===== src/hdl/bfa_pkg.sv =====
// Shared types and constants for the best-fit block allocator.
`timescale 1ns / 1ps

package bfa_pkg;

   // Default table depth and register reset value
   localparam int       NUM_BLOCKS_DEF = 16;
   localparam int       BIU_W          = 5;
   localparam [BIU_W-1:0] BIU_RESET    = 5'd16;

   // Item kinds
   localparam logic KIND_LOAD  = 1'b0;
   localparam logic KIND_ALLOC = 1'b1;

   // Request beat
   typedef struct packed {
      logic        kind;
      logic [3:0]  block_index;
      logic [31:0] size;
   } req_type;

   // Result beat
   typedef struct packed {
      logic        granted;
      logic [3:0]  chosen_block;
      logic [31:0] remaining_size;
   } rsp_type;

   // Controls from the sequencer to the compare unit
   typedef struct packed {
      logic clear;
      logic sample;
   } scan_ctl_type;

   // Sequencer states
   typedef enum logic [2:0] {
      ST_IDLE,
      ST_SCAN,
      ST_DRAIN,
      ST_WRITE,
      ST_DONE
   } state_type;

endpackage


===== src/hdl/bfa_table.sv =====
// Free-size table: one write port, one read port with registered data.
`timescale 1ns / 1ps

module bfa_table
   import bfa_pkg::*;
#(
   parameter int NUM_BLOCKS = NUM_BLOCKS_DEF,
   parameter int IDX_W      = 4
) (
   input  logic             clock,
   input  logic             wr_en,
   input  logic [IDX_W-1:0] wr_addr,
   input  logic [31:0]      wr_data,
   input  logic             rd_en,
   input  logic [IDX_W-1:0] rd_addr,
   output logic [31:0]      rd_data
);

   logic [31:0] mem_ff [NUM_BLOCKS];
   logic [31:0] rd_data_ff;

   // Write port
   always_ff @(posedge clock) begin
      if (wr_en) begin
         mem_ff[wr_addr] <= wr_data;
      end
   end

   // Read port, data registered
   always_ff @(posedge clock) begin
      if (rd_en) begin
         rd_data_ff <= mem_ff[rd_addr];
      end
   end

   assign rd_data = rd_data_ff;

endmodule


===== src/hdl/bfa_scan.sv =====
// Shared compare unit: tracks the smallest entry that still fits the request.
`timescale 1ns / 1ps

module bfa_scan
   import bfa_pkg::*;
#(
   parameter int IDX_W = 4
) (
   input  logic             clock,
   input  logic             reset,
   input  scan_ctl_type     ctl,
   input  logic [IDX_W-1:0] smp_idx,
   input  logic [31:0]      smp_val,
   input  logic [31:0]      req_size,
   output logic             found,
   output logic [IDX_W-1:0] best_idx,
   output logic [31:0]      best_val
);

   logic             found_ff;
   logic [IDX_W-1:0] best_idx_ff;
   logic [31:0]      best_val_ff;
   logic             take;

   // Fits, and strictly smaller than the best so far (ties keep lower index)
   assign take = ctl.sample && (smp_val >= req_size) &&
                 (!found_ff || (smp_val < best_val_ff));

   always_ff @(posedge clock) begin
      if (reset) begin
         found_ff <= 1'b0;
      end else if (ctl.clear) begin
         found_ff <= 1'b0;
      end else if (take) begin
         found_ff <= 1'b1;
      end
   end

   always_ff @(posedge clock) begin
      if (take) begin
         best_idx_ff <= smp_idx;
         best_val_ff <= smp_val;
      end
   end

   assign found    = found_ff;
   assign best_idx = best_idx_ff;
   assign best_val = best_val_ff;

endmodule


===== src/hdl/best_fit_block_allocator_core.sv =====
// Best-fit block allocator: top level with the sequencer and result register.
//
// Input channel req_*: one beat is a load (kind 0: writes block_index's free size)
// or an allocation request (kind 1: size to place). Every beat gives one rsp_ beat.
// Config channel csr_*: writes blocks_in_use (entries searched, saturates at
// NUM_BLOCKS); always ready. The user must see that it is written only while
// the block is idle; the block itself does not enforce this. With rsp_ready
// high, a load goes from acceptance through the hand-off state into the output
// register; a request first scans the searched entries, then drains and writes
// back the reduced size before its hand-off. The search is bound by the table's
// single read port: one entry is read and fed to the one compare unit per cycle,
// then the drain state lets the last read be compared before the write-back.
// req_ready is high only while the sequencer is idle. A finished result sits in
// the output register; if the receiver stalls, the next item may still be
// taken and worked, and it waits only at its own hand-off.
// Reset clears the sequencer and the output valid flag and sets blocks_in_use
// to 16. Table contents are undefined until loaded; no clearing pass is run.
`timescale 1ns / 1ps

module best_fit_block_allocator_core
   import bfa_pkg::*;
#(
   parameter int NUM_BLOCKS = NUM_BLOCKS_DEF
) (
   input  logic             clock,
   input  logic             reset,
   input  logic             req_valid,
   output logic             req_ready,
   input  req_type          req_data,
   output logic             rsp_valid,
   input  logic             rsp_ready,
   output rsp_type          rsp_data,
   input  logic             csr_valid,
   output logic             csr_ready,
   input  logic [BIU_W-1:0] csr_data
);

   localparam int IDX_W = (NUM_BLOCKS > 1) ? $clog2(NUM_BLOCKS) : 1;
   localparam int CNT_W = $clog2(NUM_BLOCKS + 1);

   state_type        state_ff, state_in;
   req_type          item_ff, item_in;
   logic [CNT_W-1:0] cnt_ff, cnt_in;
   logic [CNT_W-1:0] limit_ff, limit_in;
   logic [CNT_W-1:0] limit_sat;
   logic             rd_valid_ff, rd_valid_in;
   logic [IDX_W-1:0] rd_idx_ff, rd_idx_in;
   rsp_type          result_ff, result_in;
   rsp_type          rsp_ff, rsp_in;
   logic             rsp_valid_ff, rsp_valid_in;
   logic [BIU_W-1:0] biu_ff;

   logic             accept;
   logic             rsp_load;
   logic             wr_en;
   logic [IDX_W-1:0] wr_addr;
   logic [31:0]      wr_data;
   logic             rd_en;
   logic [IDX_W-1:0] rd_addr;
   logic [31:0]      rd_data;
   scan_ctl_type     scan_ctl;
   logic             found;
   logic [IDX_W-1:0] best_idx;
   logic [31:0]      best_val;
   logic [31:0]      diff;

   // Configuration register
   assign csr_ready = 1'b1;

   always_ff @(posedge clock) begin
      if (reset) begin
         biu_ff <= BIU_RESET;
      end else if (csr_valid) begin
         biu_ff <= csr_data;
      end
   end

   // Search length, saturated to the table depth
   always_comb begin
      if (32'(biu_ff) > NUM_BLOCKS) begin
         limit_sat = CNT_W'(NUM_BLOCKS);
      end else begin
         limit_sat = CNT_W'(biu_ff);
      end
   end

   assign req_ready = (state_ff == ST_IDLE);
   assign accept    = req_valid && req_ready;
   assign diff      = best_val - item_ff.size;

   // Sequencer: next state and controls
   always_comb begin
      state_in       = state_ff;
      item_in        = item_ff;
      cnt_in         = cnt_ff;
      limit_in       = limit_ff;
      result_in      = result_ff;
      rd_valid_in    = 1'b0;
      rd_idx_in      = rd_idx_ff;
      rd_en          = 1'b0;
      rd_addr        = cnt_ff[IDX_W-1:0];
      wr_en          = 1'b0;
      wr_addr        = IDX_W'(req_data.block_index);
      wr_data        = req_data.size;
      scan_ctl.clear  = 1'b0;
      scan_ctl.sample = rd_valid_ff;
      rsp_load       = 1'b0;

      unique case (state_ff)
         ST_IDLE: begin
            if (accept) begin
               item_in = req_data;
               if (req_data.kind == KIND_LOAD) begin
                  wr_en     = (32'(req_data.block_index) < NUM_BLOCKS);
                  result_in = '{granted: 1'b0, chosen_block: req_data.block_index,
                                remaining_size: req_data.size};
                  state_in  = ST_DONE;
               end else begin
                  cnt_in         = '0;
                  limit_in       = limit_sat;
                  scan_ctl.clear = 1'b1;
                  if (limit_sat == '0) begin
                     result_in = '0;
                     state_in  = ST_DONE;
                  end else begin
                     state_in = ST_SCAN;
                  end
               end
            end
         end
         ST_SCAN: begin
            // Issue one table read per cycle
            rd_en       = 1'b1;
            rd_valid_in = 1'b1;
            rd_idx_in   = cnt_ff[IDX_W-1:0];
            cnt_in      = cnt_ff + CNT_W'(1);
            if (cnt_in == limit_ff) begin
               state_in = ST_DRAIN;
            end
         end
         ST_DRAIN: begin
            // Last read is compared this cycle
            state_in = ST_WRITE;
         end
         ST_WRITE: begin
            if (found) begin
               wr_en     = 1'b1;
               wr_addr   = best_idx;
               wr_data   = diff;
               result_in = '{granted: 1'b1, chosen_block: 4'(best_idx),
                             remaining_size: diff};
            end else begin
               result_in = '0;
            end
            state_in = ST_DONE;
         end
         ST_DONE: begin
            if (!rsp_valid_ff || rsp_ready) begin
               rsp_load = 1'b1;
               state_in = ST_IDLE;
            end
         end
         default: begin
            state_in = ST_IDLE;
         end
      endcase
   end

   always_ff @(posedge clock) begin
      if (reset) begin
         state_ff    <= ST_IDLE;
         rd_valid_ff <= 1'b0;
      end else begin
         state_ff    <= state_in;
         rd_valid_ff <= rd_valid_in;
      end
   end

   always_ff @(posedge clock) begin
      item_ff   <= item_in;
      cnt_ff    <= cnt_in;
      limit_ff  <= limit_in;
      rd_idx_ff <= rd_idx_in;
      result_ff <= result_in;
   end

   // Output register
   always_comb begin
      rsp_in       = rsp_ff;
      rsp_valid_in = rsp_valid_ff;
      if (rsp_load) begin
         rsp_in       = result_ff;
         rsp_valid_in = 1'b1;
      end else if (rsp_ready) begin
         rsp_valid_in = 1'b0;
      end
   end

   always_ff @(posedge clock) begin
      if (reset) begin
         rsp_valid_ff <= 1'b0;
      end else begin
         rsp_valid_ff <= rsp_valid_in;
      end
   end

   always_ff @(posedge clock) begin
      rsp_ff <= rsp_in;
   end

   assign rsp_valid = rsp_valid_ff;
   assign rsp_data  = rsp_ff;

   bfa_table #(
      .NUM_BLOCKS (NUM_BLOCKS),
      .IDX_W      (IDX_W)
   ) u_table (
      .clock   (clock),
      .wr_en   (wr_en),
      .wr_addr (wr_addr),
      .wr_data (wr_data),
      .rd_en   (rd_en),
      .rd_addr (rd_addr),
      .rd_data (rd_data)
   );

   bfa_scan #(
      .IDX_W (IDX_W)
   ) u_scan (
      .clock    (clock),
      .reset    (reset),
      .ctl      (scan_ctl),
      .smp_idx  (rd_idx_ff),
      .smp_val  (rd_data),
      .req_size (item_ff.size),
      .found    (found),
      .best_idx (best_idx),
      .best_val (best_val)
   );

   // Scan counter never runs past the search length
   a_cnt_bound: assert property (@(posedge clock) disable iff (reset)
      (state_ff == ST_SCAN) |-> (cnt_ff < limit_ff))
      else $error("scan counter past search length");

   // Read data only arrives while scanning or draining
   a_rd_window: assert property (@(posedge clock) disable iff (reset)
      rd_valid_ff |-> ((state_ff == ST_SCAN) || (state_ff == ST_DRAIN)))
      else $error("table read outside scan");

   // A grant never underflows the chosen entry
   a_grant_fits: assert property (@(posedge clock) disable iff (reset)
      ((state_ff == ST_WRITE) && found) |-> (best_val >= item_ff.size))
      else $error("granted block smaller than request");

   // A new result is only presented from the hand-off state
   a_rsp_src: assert property (@(posedge clock) disable iff (reset)
      $rose(rsp_valid_ff) |-> ($past(state_ff) == ST_DONE))
      else $error("result presented outside hand-off");

endmodule

===== config.mk =====
export PLATFORM = sky130hd
export DESIGN_NAME = best_fit_block_allocator_core
export DESIGN_NICKNAME = d
export VERILOG_FILES = /design/src/hdl/bfa_pkg.sv /design/src/hdl/bfa_table.sv /design/src/hdl/bfa_scan.sv /design/src/hdl/best_fit_block_allocator_core.sv
export SDC_FILE = /design/constraint.sdc
export NUM_CORES = 1
export LEC_CHECK = 0
export BUFFER_PORTS_ARGS = -buffer_cell sky130_fd_sc_hd__buf_2
export CAP_MARGIN = 25
export CORE_MARGIN = 2
export CORE_UTILIZATION = 30
export DETAILED_ROUTE_END_ITERATION = 16
export GPL_ROUTABILITY_DRIVEN = 0
export PLACE_DENSITY = 0.48
export SLEW_MARGIN = 10
export SYNTH_ARGS = -nofsm -noshare
export SYNTH_HDL_FRONTEND = slang
export SYNTH_SLANG_ARGS = --single-unit

===== constraint.sdc =====
create_clock -name clock -period 5.1 [get_ports clock]
set_clock_uncertainty 0.05 [all_clocks]
set_input_delay 0 -clock clock [delete_from_list [all_inputs] [get_ports clock]]
set_output_delay 0 -clock clock [all_outputs]
set_load 0.01 [all_outputs]

==> impl_metrics.json <==
{
  "outcome": "completed",
  "crit_path_start": "item_ff[0]$_DFFE_PP_",
  "drt_wl_total_um": 74440,
  "ys_seq_area_frac": 0.7095,
  "met1_usage": 0.1950,
  "grt_pass1_wl_um": 109800,
  "vias": 15540,
  "grtUsageMet2": 0.2500,
  "avgRoutedWirePerCell_um": 23.43,
  "synth_edf_count": 700,
  "clock_sinks": 711,
  "synth.area.top_cells": "edfxtp_1 70%, mux4_2 12%, ha_1 4.0%, nand2_1 1.6%, a21o_1 1.2%",
  "portBuffers": 85,
  "dieArea_um2": 102300,
  "cts_root_buf": "clkbuf_16",
  "dominantRegCellSynth": "edfxtp_1",
  "synth_top_area_share": 0.7022,
  "setup_viol": 0,
  "h-tree-depth": 3,
  "worst_path_dominant_cell_family": "compound AO/OA/AOI/OAI gates",
  "crit_type": "reg2reg",
  "use_met3": 0.01798,
  "r2r_end": "u_scan.best_idx[2]$_DFFE_PP_",
  "grt_pass1_vias": 16310,
  "period_needed_ns": 3.961,
  "r2r-start": "item_ff[0]$_DFFE_PP_",
  "drc": 0,
  "synth-seq-cells": 711,
  "cp.buffers_inverters": 1,
  "syn-num-nets": 1789,
  "rrSetupSlack_ns": 1.14,
  "die_w_um": 319.9,
  "slowest_delay_ns": 0.87,
  "worst_slew_pin_slew_ns": 1.040,
  "cts.path.max_buffers": 3,
  "endpoint_kind": "flip-flop",
  "ys_types": 80,
  "fmax_mhz": 252.5,
  "core_um2": 98710,
  "grt-busiest-layer": "met2",
  "fin_cells": 3177,
  "final_net_count": 1979,
  "drive_above_1_share": 0.2335,
  "drt_iter0_markers": 1219,
  "cap_violations": 0,
  "crit_slowest_cell": "o41ai_1",
  "ctsResizeCount": 0,
  "finalHoldViolCount": 0,
  "crit_end": "u_scan.best_idx[2]$_DFFE_PP_",
  "critical_path.most_common_cell": "a21o_1",
  "cts_buffers": 75,
  "clk_pin_slew_ns": 0.06,
  "worstSkewPairLatency_ns": 0.62,
  "syn2layout_area_growth_pct": 17.04,
  "total_leakage_power_nw": 12.09,
  "slew_viol_final": 0,
  "cp-start-kind": "flip-flop",
  "path_max_fanout": 20,
  "tritoncts": "yes",
  "powerDensity_nw_per_um2": 431.0,
  "fillers": 9238,
  "slew_headroom": 0.3036,
  "power_w": 0.01510,
  "yosys.area.top_type": "edfxtp_1",
  "place_inst": 2989,
  "rows": 115,
  "first_pass_iters": 5,
  "syn_area_um2": 29940,
  "reg2regPathDepth": 9,
  "async_flop_share": 0,
  "track_usage": 0.1456,
  "worstPathArrival_ns": 4.20,
  "viasPerCell": 4.891,
  "worst_ep_required_time_ns": 5.34,
  "rsz0062_at_grt": "no",
  "finalSetupTns_ns": 0,
  "finalCritPeriodShare": 0.7767,
  "grt_max_degree": 89,
  "synth-warning-count": 0,
  "path_depth": 9,
  "ir_drop_mv": 0.2337,
  "min_path_type": "in2reg",
  "netlist_instances": 1645,
  "ant_nets": 0,
  "dpl.hpwl_um": 45570,
  "io_pins": 87,
  "start_util": 0.3033,
  "die_h_um": 319.9,
  "crit_chain": "ha_1 > nand2b_1 > a21o_1 > a21o_1 > a21oi_1 > o41ai_1 > o21ai_0 > a21oi_4 > buf_4",
  "antenna_found_initial": 2,
  "syn_area_per_cell_um2": 18.20,
  "overflow": 0
}
-- sequential cells by signal (all words and copies together) (netlist names), 32 cells and up --
signal,flops
item_ff,32
rsp_data,37
u_scan.best_val,32
u_table.rd_data,32
u_table.mem_ff,512
result_ff,37
-- per-stage QoR --
stage | utilization | instance area [µm²] | hold WS (ns) | setup slack, ns
2_1_floorplan | - | 29940 | 0.04857 | 1.228
3_3_place_gp | 0.3247 | 32050 | 0.1565 | 1.027
3_5_place_dp | 0.3250 | 32080 | 0.1660 | 0.9915
4_1_cts | 0.3548 | 35020 | 0.04802 | 0.9406
5_1_grt | 0.3549 | 35030 | 0.08007 | 1.027
6_report | 0.3550 | 35040 | 0.08261 | 1.139
-- cell families (layout without fill, tap and decap cells) --
family | count (synthesis) | count (layout) | synth area share
flops | 711 | 711 | 0.7095
compound gates | 199 | 199 | 0.04790
xor+xnor | 29 | 29 | 0.008484
mux | 173 | 173 | 0.1249
fa+ha+maj | 97 | 97 | 0.04079
simple gates | 289 | 289 | 0.04556
other cells | 1 | 2 | 0.0001253
buf+inv | 146 | 390 | 0.02274
-- layout make-up --
cell class	instances	area, µm²	share of cell area
Timing Repair Buffer	181	1326	0.03785
Tap cell	1287	1610	0.04596
Antenna cell	1	2.502	0.00007142
Clock inverter	47	466.7	0.01332
Multi-Input combinational cell	788	8165	0.2331
Inverter	78	292.8	0.008357
Sequential cell	711	21240	0.6062
Clock buffer	84	1932	0.05514
-- worst min-delay path by stage --
stage                 start                endpoint  slack (ns)  depth (start not counted)
6_report       req_data[20]   item_ff[20]$_DFFE_PP_        0.08                          2
5_1_grt        req_data[20]   item_ff[20]$_DFFE_PP_        0.08                          2
4_1_cts        req_data[20]   item_ff[20]$_DFFE_PP_        0.05                          2
3_5_place_dp    csr_data[4]  biu_ff[4]$_SDFFE_PP1P_        0.17                          2
3_3_place_gp    csr_data[4]  biu_ff[4]$_SDFFE_PP1P_        0.16                          2
2_1_floorplan         reset  biu_ff[4]$_SDFFE_PP1P_        0.05                          1
-- worst reg2reg max path, delay by kind of cell, from the launching register on --
family | cells | cell delay (ns)
compound gates | 6 | 2.31
fa+ha+maj | 1 | 0.30
simple gates | 1 | 0.10
flops | 1 | 0.43
buf+inv | 1 | 0.44
-- synthesized netlist by cell type, drive strengths merged (5+ instances only) --
cell type and number:
nor2b 9, mux2i 9, ha 96, nor3 19, xnor2 17, dfxtp 11
o211ai 5, nand4 18, nor3b 5, nand2b 6, buf 20, nand3 23
mux4 160, o21ai 26, edfxtp 700, a21oi 50, a21o 54, a31oi 9
inv 78, nand2 125, and3 12, a22o 7, o31ai 6, clkbuf 47
nor2 51, o21a 6, xor2 12
-- power breakdown --
part           internal (W)  switching, W  leakage [nW]  total, W
clock network       0.00313       0.00226          1.18   0.00540
logic               0.00118       0.00154          4.46   0.00272
registers           0.00684      0.000145          6.45   0.00698
total                0.0112       0.00394          12.1    0.0151
-- layer usage --
layer | wire length [µm] | vias to the layer above
li1 | - | 6968
met1 | 33840 | 8128
met2 | 36620 | 351
met3 | 2768 | 93
met4 | 1209 | 0
met5 | 0 | -
-- timing repair --
| item | CTS | global route |
|---|---|---|
| hold buffers | 54 | 0 |
| setup buffers | 0 | 0 |
| endpoints found under the hold margin | 169 | 0 |
-- cells in the final DEF, fill, tap and decap left out, types with 18 or more instances in the layout --
cell | netlist | layout
buf_2 | 10 | 85
nand3_1 | 22 | 22
inv_1 | 78 | 77
nand2_1 | 125 | 124
edfxtp_1 | 700 | 700
mux4_2 | 160 | 160
buf_4 | 3 | 39
clkbuf_16 | 0 | 76
o21ai_0 | 21 | 21
a21oi_1 | 49 | 48
ha_1 | 96 | 96
nor3_1 | 18 | 18
a21o_1 | 49 | 49
nor2_4 | 0 | 18
dlygate4sd3_1 | 0 | 54
clkinv_1 | 0 | 18
nor2_1 | 50 | 32
nand4_1 | 18 | 18
Note: power is estimated with default switching activity, not from simulation.
